--- src/design/gbnr_pkg.sv ---
package gbnr_pkg;

   // Sizing
   localparam int MAX_SEQ_BITS_DEF = 16;
   localparam int QUEUE_DEPTH      = 2;

   // Field widths
   localparam int OPCODE_W    = 2;
   localparam int SEQ_NUM_W   = 16;
   localparam int KIND_W      = 2;
   localparam int WINDOW_W    = 16;
   localparam int ACK_EVERY_W = 8;
   localparam int SEQ_BITS_W  = 5;
   localparam int BUF_LIMIT_W = 10;

   // Register port
   localparam int CSR_ADDR_W  = 4;
   localparam int CSR_DATA_W  = 32;
   localparam int CSR_INDEX_W = 2;

   // Register indexes (paddr[3:2])
   localparam logic [CSR_INDEX_W-1:0] REG_WINDOW_SIZE  = 2'd0;
   localparam logic [CSR_INDEX_W-1:0] REG_ACK_EVERY    = 2'd1;
   localparam logic [CSR_INDEX_W-1:0] REG_SEQ_BITS     = 2'd2;
   localparam logic [CSR_INDEX_W-1:0] REG_BUFFER_LIMIT = 2'd3;

   // Register reset values
   localparam logic [WINDOW_W-1:0]    WINDOW_SIZE_RST  = 16'd7;
   localparam logic [ACK_EVERY_W-1:0] ACK_EVERY_RST    = 8'd1;
   localparam logic [SEQ_BITS_W-1:0]  SEQ_BITS_RST     = 5'd3;
   localparam logic [BUF_LIMIT_W-1:0] BUFFER_LIMIT_RST = 10'd16;

   // Incoming opcodes
   localparam logic [OPCODE_W-1:0] OP_QUERY = 2'd0;
   localparam logic [OPCODE_W-1:0] OP_DATA  = 2'd1;

   // Reply kinds
   localparam logic [KIND_W-1:0] KIND_QUERY = 2'd0;
   localparam logic [KIND_W-1:0] KIND_RR    = 2'd1;
   localparam logic [KIND_W-1:0] KIND_RNR   = 2'd2;

   localparam logic [ACK_EVERY_W-1:0] SINCE_ACK_MAX = 8'd255;

   typedef struct packed {
      logic [OPCODE_W-1:0]  opcode;
      logic [SEQ_NUM_W-1:0] seq_num;
      logic                 frame_bad;
   } req_item_type;

   typedef struct packed {
      logic [KIND_W-1:0]    reply_kind;
      logic [WINDOW_W-1:0]  window_out;
      logic [SEQ_NUM_W-1:0] ack_num;
   } rsp_item_type;

   typedef struct packed {
      logic [WINDOW_W-1:0]    window_size;
      logic [ACK_EVERY_W-1:0] ack_every;
      logic [SEQ_BITS_W-1:0]  seq_bits;
      logic [BUF_LIMIT_W-1:0] buffer_limit;
   } cfg_type;

   typedef enum logic {
      CLS_QUERY = 1'b0,
      CLS_DATA  = 1'b1
   } cls_type;

   typedef struct packed {
      cls_type              cls;
      logic [SEQ_NUM_W-1:0] seq_num;
   } q_entry_type;

endpackage

--- src/design/gbnr_front.sv ---
module gbnr_front
   import gbnr_pkg::*;
(
   input  logic         req_valid,
   output logic         req_stall,
   input  req_item_type req_item,
   input  logic         q_full,
   output logic         q_push,
   output q_entry_type  q_entry
);

   logic accepted;
   logic needs_work;

   // take an item whenever the queue has room
   assign req_stall = q_full;
   assign accepted  = req_valid && !q_full;

   // classify: queries and good data frames go on; bad frames and other opcodes drop here
   always_comb begin
      q_entry.seq_num = req_item.seq_num;
      unique case (req_item.opcode)
         OP_QUERY: begin
            needs_work  = 1'b1;
            q_entry.cls = CLS_QUERY;
         end
         OP_DATA: begin
            needs_work  = !req_item.frame_bad;
            q_entry.cls = CLS_DATA;
         end
         default: begin
            needs_work  = 1'b0;
            q_entry.cls = CLS_DATA;
         end
      endcase
   end

   assign q_push = accepted && needs_work;

endmodule

--- src/design/gbnr_queue.sv ---
module gbnr_queue
   import gbnr_pkg::*;
(
   input  logic        clock,
   input  logic        reset,
   input  logic        push,
   input  q_entry_type push_entry,
   output logic        full,
   input  logic        pop,
   output logic        head_valid,
   output q_entry_type head_entry
);

   localparam int PtrW = (QUEUE_DEPTH > 1) ? $clog2(QUEUE_DEPTH) : 1;
   localparam int CntW = $clog2(QUEUE_DEPTH + 1);
   localparam logic [PtrW-1:0] LastPtr = PtrW'(QUEUE_DEPTH - 1);
   localparam logic [CntW-1:0] FullCnt = CntW'(QUEUE_DEPTH);

   q_entry_type entry_ff [QUEUE_DEPTH];
   logic [PtrW-1:0] wr_ptr_ff, wr_ptr_in;
   logic [PtrW-1:0] rd_ptr_ff, rd_ptr_in;
   logic [CntW-1:0] count_ff, count_in;

   assign full       = (count_ff == FullCnt);
   assign head_valid = (count_ff != '0);
   assign head_entry = entry_ff[rd_ptr_ff];

   // pointer wrap and fill count
   always_comb begin
      wr_ptr_in = wr_ptr_ff;
      rd_ptr_in = rd_ptr_ff;
      if (push) begin
         wr_ptr_in = (wr_ptr_ff == LastPtr) ? '0 : wr_ptr_ff + 1'b1;
      end
      if (pop) begin
         rd_ptr_in = (rd_ptr_ff == LastPtr) ? '0 : rd_ptr_ff + 1'b1;
      end
      count_in = count_ff + CntW'(push) - CntW'(pop);
   end

   always_ff @(posedge clock) begin
      if (reset) begin
         wr_ptr_ff <= '0;
         rd_ptr_ff <= '0;
         count_ff  <= '0;
      end else begin
         wr_ptr_ff <= wr_ptr_in;
         rd_ptr_ff <= rd_ptr_in;
         count_ff  <= count_in;
      end
   end

   // entry storage
   always_ff @(posedge clock) begin
      if (push) begin
         entry_ff[wr_ptr_ff] <= push_entry;
      end
   end

endmodule

--- src/design/gbnr_back.sv ---
module gbnr_back
   import gbnr_pkg::*;
#(
   parameter int MAX_SEQ_BITS = MAX_SEQ_BITS_DEF
)
(
   input  logic         clock,
   input  logic         reset,
   input  cfg_type      cfg,
   input  logic         head_valid,
   input  q_entry_type  head_entry,
   output logic         pop,
   output logic         rsp_valid,
   input  logic         rsp_stall,
   output rsp_item_type rsp_item
);

   localparam int BitsW = 6;

   logic [MAX_SEQ_BITS-1:0] expected_ff, expected_in;
   logic [ACK_EVERY_W-1:0]  since_ack_ff, since_ack_in;
   logic [BUF_LIMIT_W-1:0]  buffered_ff, buffered_in;
   logic                    rsp_valid_ff, rsp_valid_in;
   rsp_item_type            rsp_item_ff;

   logic [BitsW-1:0]        bits;
   logic [MAX_SEQ_BITS-1:0] mask;
   logic [MAX_SEQ_BITS-1:0] exp_m;
   logic [MAX_SEQ_BITS-1:0] exp_inc;
   logic [MAX_SEQ_BITS-1:0] exp_dec;
   logic [ACK_EVERY_W-1:0]  since_sat;
   logic                    in_order;
   logic                    slot_free;
   logic                    produce;
   rsp_item_type            result;

   // sequence space: clamp width to 1..MAX_SEQ_BITS, build mask
   always_comb begin
      if (cfg.seq_bits == '0) begin
         bits = BitsW'(1);
      end else if (BitsW'(cfg.seq_bits) > BitsW'(MAX_SEQ_BITS)) begin
         bits = BitsW'(MAX_SEQ_BITS);
      end else begin
         bits = BitsW'(cfg.seq_bits);
      end
      for (int i = 0; i < MAX_SEQ_BITS; i++) begin
         mask[i] = (BitsW'(i) < bits);
      end
   end

   assign exp_m     = expected_ff & mask;
   assign exp_inc   = (exp_m + 1'b1) & mask;
   assign exp_dec   = (exp_m - 1'b1) & mask;
   assign in_order  = (32'(head_entry.seq_num) == 32'(exp_m));
   assign since_sat = (since_ack_ff == SINCE_ACK_MAX) ? since_ack_ff : since_ack_ff + 1'b1;

   // one item a cycle while the output slot is free or being emptied
   assign slot_free = !rsp_valid_ff || !rsp_stall;
   assign pop       = head_valid && slot_free;

   // receive state update and reply
   always_comb begin
      expected_in  = expected_ff;
      since_ack_in = since_ack_ff;
      buffered_in  = buffered_ff;
      produce      = 1'b0;
      result       = '0;
      if (pop) begin
         case (head_entry.cls)
            CLS_QUERY: begin
               produce           = 1'b1;
               result.reply_kind = KIND_QUERY;
               result.window_out = cfg.window_size;
            end
            default: begin
               if (buffered_ff >= cfg.buffer_limit) begin
                  // buffer at limit: refuse
                  produce           = 1'b1;
                  result.reply_kind = KIND_RNR;
               end else if (in_order) begin
                  buffered_in  = buffered_ff + 1'b1;
                  expected_in  = exp_inc;
                  since_ack_in = since_sat;
                  // buffer is non-empty now; ack once the count since the last ack reaches ack_every
                  if (since_sat >= cfg.ack_every) begin
                     produce           = 1'b1;
                     result.reply_kind = KIND_RR;
                     result.ack_num    = SEQ_NUM_W'(exp_m);
                     since_ack_in      = '0;
                  end
               end else if (!(exp_m == '0 && buffered_ff == '0)) begin
                  // out of order: forced ack of the last in-order frame
                  produce           = 1'b1;
                  result.reply_kind = KIND_RR;
                  result.ack_num    = SEQ_NUM_W'(exp_dec);
                  since_ack_in      = '0;
               end
            end
         endcase
      end
      rsp_valid_in = produce || (rsp_valid_ff && rsp_stall);
   end

   always_ff @(posedge clock) begin
      if (reset) begin
         expected_ff  <= '0;
         since_ack_ff <= '0;
         buffered_ff  <= '0;
         rsp_valid_ff <= 1'b0;
      end else begin
         expected_ff  <= expected_in;
         since_ack_ff <= since_ack_in;
         buffered_ff  <= buffered_in;
         rsp_valid_ff <= rsp_valid_in;
      end
   end

   // output register
   always_ff @(posedge clock) begin
      if (produce) begin
         rsp_item_ff <= result;
      end
   end

   assign rsp_valid = rsp_valid_ff;
   assign rsp_item  = rsp_item_ff;

endmodule

--- src/design/go_back_n_receiver_top.sv ---
// Go-Back-N receiver.
// Throughput: one item per cycle while the queue is not full; the front classifies, a two-entry queue feeds the back.
// An accepted item is stored in the queue, then handled by the back, whose reply is registered.
// Bad data frames and other opcodes are dropped in the front and give no result.
// Synchronous active-high reset clears sequence state, counters, queue and output valid,
// and loads the register defaults (window 7, ack every 1, 3 sequence bits, limit 16).
module go_back_n_receiver_top
   import gbnr_pkg::*;
#(
   parameter int MAX_SEQ_BITS = MAX_SEQ_BITS_DEF
)
(
   input  logic                  clock,
   input  logic                  reset,
   input  logic                  req_valid,
   output logic                  req_stall,
   input  req_item_type          req_item,
   output logic                  rsp_valid,
   input  logic                  rsp_stall,
   output rsp_item_type          rsp_item,
   input  logic                  csr_psel,
   input  logic                  csr_penable,
   input  logic                  csr_pwrite,
   input  logic [CSR_ADDR_W-1:0] csr_paddr,
   input  logic [CSR_DATA_W-1:0] csr_pwdata,
   output logic [CSR_DATA_W-1:0] csr_prdata,
   output logic                  csr_pready
);

   cfg_type              cfg_ff, cfg_in;
   logic [CSR_INDEX_W-1:0] csr_index;
   logic                 csr_write;
   logic                 q_full;
   logic                 q_push;
   q_entry_type          q_entry;
   logic                 q_pop;
   logic                 head_valid;
   q_entry_type          head_entry;

   // register port
   assign csr_pready = 1'b1;
   assign csr_index  = csr_paddr[CSR_ADDR_W-1:2];
   assign csr_write  = csr_psel && csr_penable && csr_pwrite;

   always_comb begin
      cfg_in = cfg_ff;
      if (csr_write) begin
         unique case (csr_index)
            REG_WINDOW_SIZE:  cfg_in.window_size  = csr_pwdata[WINDOW_W-1:0];
            REG_ACK_EVERY:    cfg_in.ack_every    = csr_pwdata[ACK_EVERY_W-1:0];
            REG_SEQ_BITS:     cfg_in.seq_bits     = csr_pwdata[SEQ_BITS_W-1:0];
            REG_BUFFER_LIMIT: cfg_in.buffer_limit = csr_pwdata[BUF_LIMIT_W-1:0];
            default:          cfg_in = cfg_ff;
         endcase
      end
   end

   always_comb begin
      unique case (csr_index)
         REG_WINDOW_SIZE:  csr_prdata = CSR_DATA_W'(cfg_ff.window_size);
         REG_ACK_EVERY:    csr_prdata = CSR_DATA_W'(cfg_ff.ack_every);
         REG_SEQ_BITS:     csr_prdata = CSR_DATA_W'(cfg_ff.seq_bits);
         REG_BUFFER_LIMIT: csr_prdata = CSR_DATA_W'(cfg_ff.buffer_limit);
         default:          csr_prdata = '0;
      endcase
   end

   always_ff @(posedge clock) begin
      if (reset) begin
         cfg_ff.window_size  <= WINDOW_SIZE_RST;
         cfg_ff.ack_every    <= ACK_EVERY_RST;
         cfg_ff.seq_bits     <= SEQ_BITS_RST;
         cfg_ff.buffer_limit <= BUFFER_LIMIT_RST;
      end else begin
         cfg_ff <= cfg_in;
      end
   end

   gbnr_front u_front (
      .req_valid (req_valid),
      .req_stall (req_stall),
      .req_item  (req_item),
      .q_full    (q_full),
      .q_push    (q_push),
      .q_entry   (q_entry)
   );

   gbnr_queue u_queue (
      .clock      (clock),
      .reset      (reset),
      .push       (q_push),
      .push_entry (q_entry),
      .full       (q_full),
      .pop        (q_pop),
      .head_valid (head_valid),
      .head_entry (head_entry)
   );

   gbnr_back #(
      .MAX_SEQ_BITS (MAX_SEQ_BITS)
   ) u_back (
      .clock      (clock),
      .reset      (reset),
      .cfg        (cfg_ff),
      .head_valid (head_valid),
      .head_entry (head_entry),
      .pop        (q_pop),
      .rsp_valid  (rsp_valid),
      .rsp_stall  (rsp_stall),
      .rsp_item   (rsp_item)
   );

endmodule

--- config.mk ---
export PLATFORM = sky130hd
export DESIGN_NAME = go_back_n_receiver_top
export DESIGN_NICKNAME = d
export VERILOG_FILES = /design/src/design/gbnr_pkg.sv /design/src/design/gbnr_front.sv /design/src/design/gbnr_queue.sv /design/src/design/gbnr_back.sv /design/src/design/go_back_n_receiver_top.sv
export SDC_FILE = /design/constraint.sdc
export NUM_CORES = 1
export LEC_CHECK = 0
export ABC_CLOCK_PERIOD_IN_PS = 10800
export BUFFER_PORTS_ARGS = -buffer_cell sky130_fd_sc_hd__buf_2
export CAP_MARGIN = 20
export CORE_MARGIN = 2
export CORE_UTILIZATION = 35
export DETAILED_ROUTE_END_ITERATION = 8
export PLACE_DENSITY = 0.51
export SLEW_MARGIN = 20
export SYNTH_ARGS = -nofsm -noshare
export SYNTH_HDL_FRONTEND = slang
export SYNTH_SLANG_ARGS = --single-unit
--- constraint.sdc ---
create_clock -name clock -period 10.8 [get_ports clock]
set_input_delay 1.08 -clock clock [delete_from_list [all_inputs] [get_ports clock]]
set_output_delay 1.08 -clock clock [all_outputs]
set_load 0.01 [all_outputs]
==> metrics.csv <==
metric;value;unit
layout cells sized above 1;17.4;%
final core utilization;40.5;%
post-synthesis sequential area ratio;44.1;%
Worst setup EP type;flop;
die area;24700;µm²
Hold Crit Endpoint;cfg_ff[8]$_SDFFE_PP0P_;
status;finished, final reports clean;
clock buffer depth;2;
Power Density;156;nW/µm²
Die W;157;µm
WHS;0.456;ns
Boundary Pins;131;
DRC viols;0;
reg-to-reg critical path startpoint;u_back.since_ack_ff[0]$_SDFFE_PP0P_;
initial antenna violation count;0;
Final Instance Area;9420;µm²
FF+latch count, synth;147;
Die H;157;µm
Synth async-reset ratio;0;%
antenna cells;0;
most used cell, CP;ha_1;
static leakage;3.44;nW
pin count of the biggest net entering global routing;73;
Period Utilization, post-route;41.0;%
Final setup viols;0;
Synth warnings;0;
Starting Density;35.3;%
wire per inst;17.2;µm
GRT Total Usage;18.3;%
R2R cell count;13;
postcts setup bufs;0;
Worst-Margin Slew;1.14;ns
Area growth, synth to finish;14.7;%
drt initial violations;439;
slowest stage cell, crit path;a2111oi_0;
Detailed Routing Iterations Pass 1;5;
antenna viol nets, final;0;
slowest stage delay, CP;0.60;ns
Area after DPL;8850;µm²
RR Endpoint;u_back.rsp_item[2]$_SDFFCE_PP0P_;
drt total wl;22000;µm
final hold vios;0;
Setup TNS;0;ns
H-tree level count;4;
num rows;56;
PortBufs;95;
hpwl dp;14700;µm
class of the worst hold path;reg -> reg;
Crit Path Class;reg -> reg;
TritonCTS buffer count;17;
routability cong.;0.816;
detailed-route via count;6690;
CP required;10.92;ns
RSZ-0062 raised after global routing;false;
Clock Skews;0.0151;ns
FF-to-FF setup slack;6.37;ns
CTS resizes;0;
max-slew violations;0;
Final min period;4.43;ns
Nets;1037;
Max Cap Viol;0;
CTS clk-pin slew, worst paths;0.07;ns
vias in the first global route;6183;
CTS sink cnt;147;
grt ovf;0;
core area;23300;µm²
cts hold-fix bufs;0;
CTS tree;done;
slew margin rel.;24.1;%
Pwr Total;1.46;mW
VDD IR max;104;µV
Fmax achieved;226;MHz
Mapped Area;8210;µm²
crit-path cells;ha_1 -> and2_0 -> nand3_1 -> nand4_1 -> xnor2_1 -> ha_1 -> a2111oi_0 -> nand2b_1 -> a21oi_1 -> o211ai_1 -> o21ai_0 -> a21oi_4 -> buf_4;
Mean Syn Cell Area;9.25;µm²
top_reg_cell synth;dfxtp_1;
Root Buffer Master;clkbuf_16;
Worst Path Max Fanout;34;
crit path DAT;4.55;ns
hold path start;cfg_ff[8]$_SDFFE_PP0P_;
Cells after Synth;887;
synth unique cells;68;
EDFF count, synth;68;
hold depth;2;
clk_lat worst skew;0.43;ns
via density per instance;5.22;
Startpoint Class;flop;
first-pass GRT wire length;34900;µm
# fillers;2374;
[cell type report]
type	count	area [µm²]	share of cell area (%)
multi-input cells	642	4130	43.9
flip-flops and latches	147	3620	38.5
repair buffers	108	573	6.08
clock buffers	18	450	4.78
well taps	319	399	4.24
inverters	33	124	1.32
clock inverters	14	115	1.22
[how the worst max path moves through the flow]
stage	startpoint	to	slack [ns]	cells past startpoint
6_report	u_back.since_ack_ff[0]$_SDFFE_PP0P_	u_back.rsp_item[2]$_SDFFCE_PP0P_	6.37	13
3_3_place_gp	u_back.since_ack_ff[0]$_SDFFE_PP0P_	u_back.rsp_item[6]$_SDFFCE_PP0P_	6.27	13
5_1_grt	u_back.since_ack_ff[0]$_SDFFE_PP0P_	u_back.rsp_item[12]$_SDFFCE_PP0P_	5.89	13
4_1_cts	u_back.since_ack_ff[0]$_SDFFE_PP0P_	u_back.rsp_item[2]$_SDFFCE_PP0P_	6.28	13
2_1_floorplan	u_back.since_ack_ff[0]$_SDFFE_PP0P_	u_back.rsp_item[0]$_SDFFCE_PP0P_	6.25	12
3_5_place_dp	u_back.since_ack_ff[0]$_SDFFE_PP0P_	u_back.rsp_item[6]$_SDFFCE_PP0P_	6.28	13
[through the flow]
step | worst slack (ns) | instances
2_1_floorplan | 6.25 | 902
3_3_place_gp | 6.27 | 1249
3_5_place_dp | 6.28 | 1249
4_1_cts | 6.28 | 1281
5_1_grt | 5.89 | 1281
6_report | 6.37 | 1281
[critical path, delay by kind of cell (launching register included)]
family                   cells  cell delay [ns]
buffers and inverters        1             0.31
flip-flops                   1             0.42
AO/OA/AOI/OAI                5             1.87
adder cells (fa/ha/maj)      2             0.47
XOR/XNOR                     1             0.16
AND/OR/NAND/NOR              4             0.86
[per-layer routing]
| layer | GRT usage (%) | vias up | part of all wire [%] |
|---|---|---|---|
| met1 | 25.2 | 3108 | 46 |
| met4 | 5.15 | 0 | 1.8 |
| met5 | 0 | - | 0 |
| li1 | - | 3330 | - |
| met3 | 3.50 | 30 | 5.5 |
| met2 | 29.4 | 222 | 47 |
[cells in the mapped netlist, types with 5 or more instances]
library cell | instances | area share, %
dfxtp_1 | 79 | 19
edfxtp_1 | 68 | 25
nand3b_1 | 8 | 0.73
a21o_1 | 9 | 0.82
o2111ai_1 | 11 | 1.2
and3_1 | 5 | 0.38
clkbuf_1 | 42 | 1.9
inv_1 | 33 | 1.5
o21a_1 | 8 | 0.73
or4_1 | 6 | 0.55
nor3b_1 | 6 | 0.55
nand3_1 | 35 | 2.1
o21ai_0 | 29 | 1.8
nand2b_1 | 5 | 0.38
xor2_1 | 7 | 0.75
or3_1 | 6 | 0.46
nor2_1 | 54 | 2.5
mux4_2 | 5 | 1.4
mux2_2 | 5 | 0.69
mux2i_1 | 39 | 4.8
a31oi_1 | 5 | 0.38
o211ai_1 | 7 | 0.64
nor3_1 | 26 | 1.6
and2_1 | 30 | 2.3
a21oi_1 | 55 | 3.4
nor2b_1 | 17 | 1.3
nor4_1 | 12 | 0.91
buf_4 | 19 | 1.7
buf_2 | 12 | 0.73
a211oi_1 | 10 | 0.91
nand4_1 | 18 | 1.4
nand2_1 | 104 | 4.8
ha_1 | 26 | 4.0
o31ai_1 | 14 | 1.3
xnor2_1 | 9 | 0.96
[kinds of logic after synthesis]
family                   share of synthesized area, %
buffers and inverters                            6.49
adder cells (fa/ha/maj)                          3.96
other                                          0.0915
multiplexers                                     7.00
XOR/XNOR                                         1.71
AND/OR/NAND/NOR                                  21.5
AO/OA/AOI/OAI                                    15.1
flip-flops                                       44.1
[placed cells by master, fill, tap and decap left out, drive strengths merged, types with 5 or more instances in the layout]
cell type,n
nand3b,8
nor2,54
buf,108
or3,6
inv,40
mux4,5
and2,31
nor4,12
and3,6
or4,7
a21o,9
o21a,8
nor3b,6
nor2b,17
xnor2,9
nand3,36
a211oi,10
o21ai,33
mux2i,39
nor3,26
xor2,7
nand4,18
or2,5
dfxtp,79
ha,26
o2111ai,11
o211ai,7
edfxtp,68
nand2,104
a21oi,55
clkbuf,18
mux2,6
conb,17
nand2b,5
a31oi,5
o31ai,14
[report_power, final]
part / total [mW] / switching, mW / internal, mW
registers: 0.657 / 0.0228 / 0.634
logic: 0.233 / 0.154 / 0.0794
clock network: 0.575 / 0.261 / 0.314
[sequential cells by signal (all words and copies together) (netlist names), named ones only]
name                 cells
cfg_ff                  39
u_back.rsp_item         34
u_queue.entry_ff        34
u_back.expected_ff      16
u_back.buffered_ff      10
u_back.since_ack_ff      8
u_queue.count_ff         2
u_back.rsp_valid         1
u_queue.rd_ptr_ff        1
u_queue.wr_ptr_ff        1
Note: power is estimated with default switching activity, not from simulation.
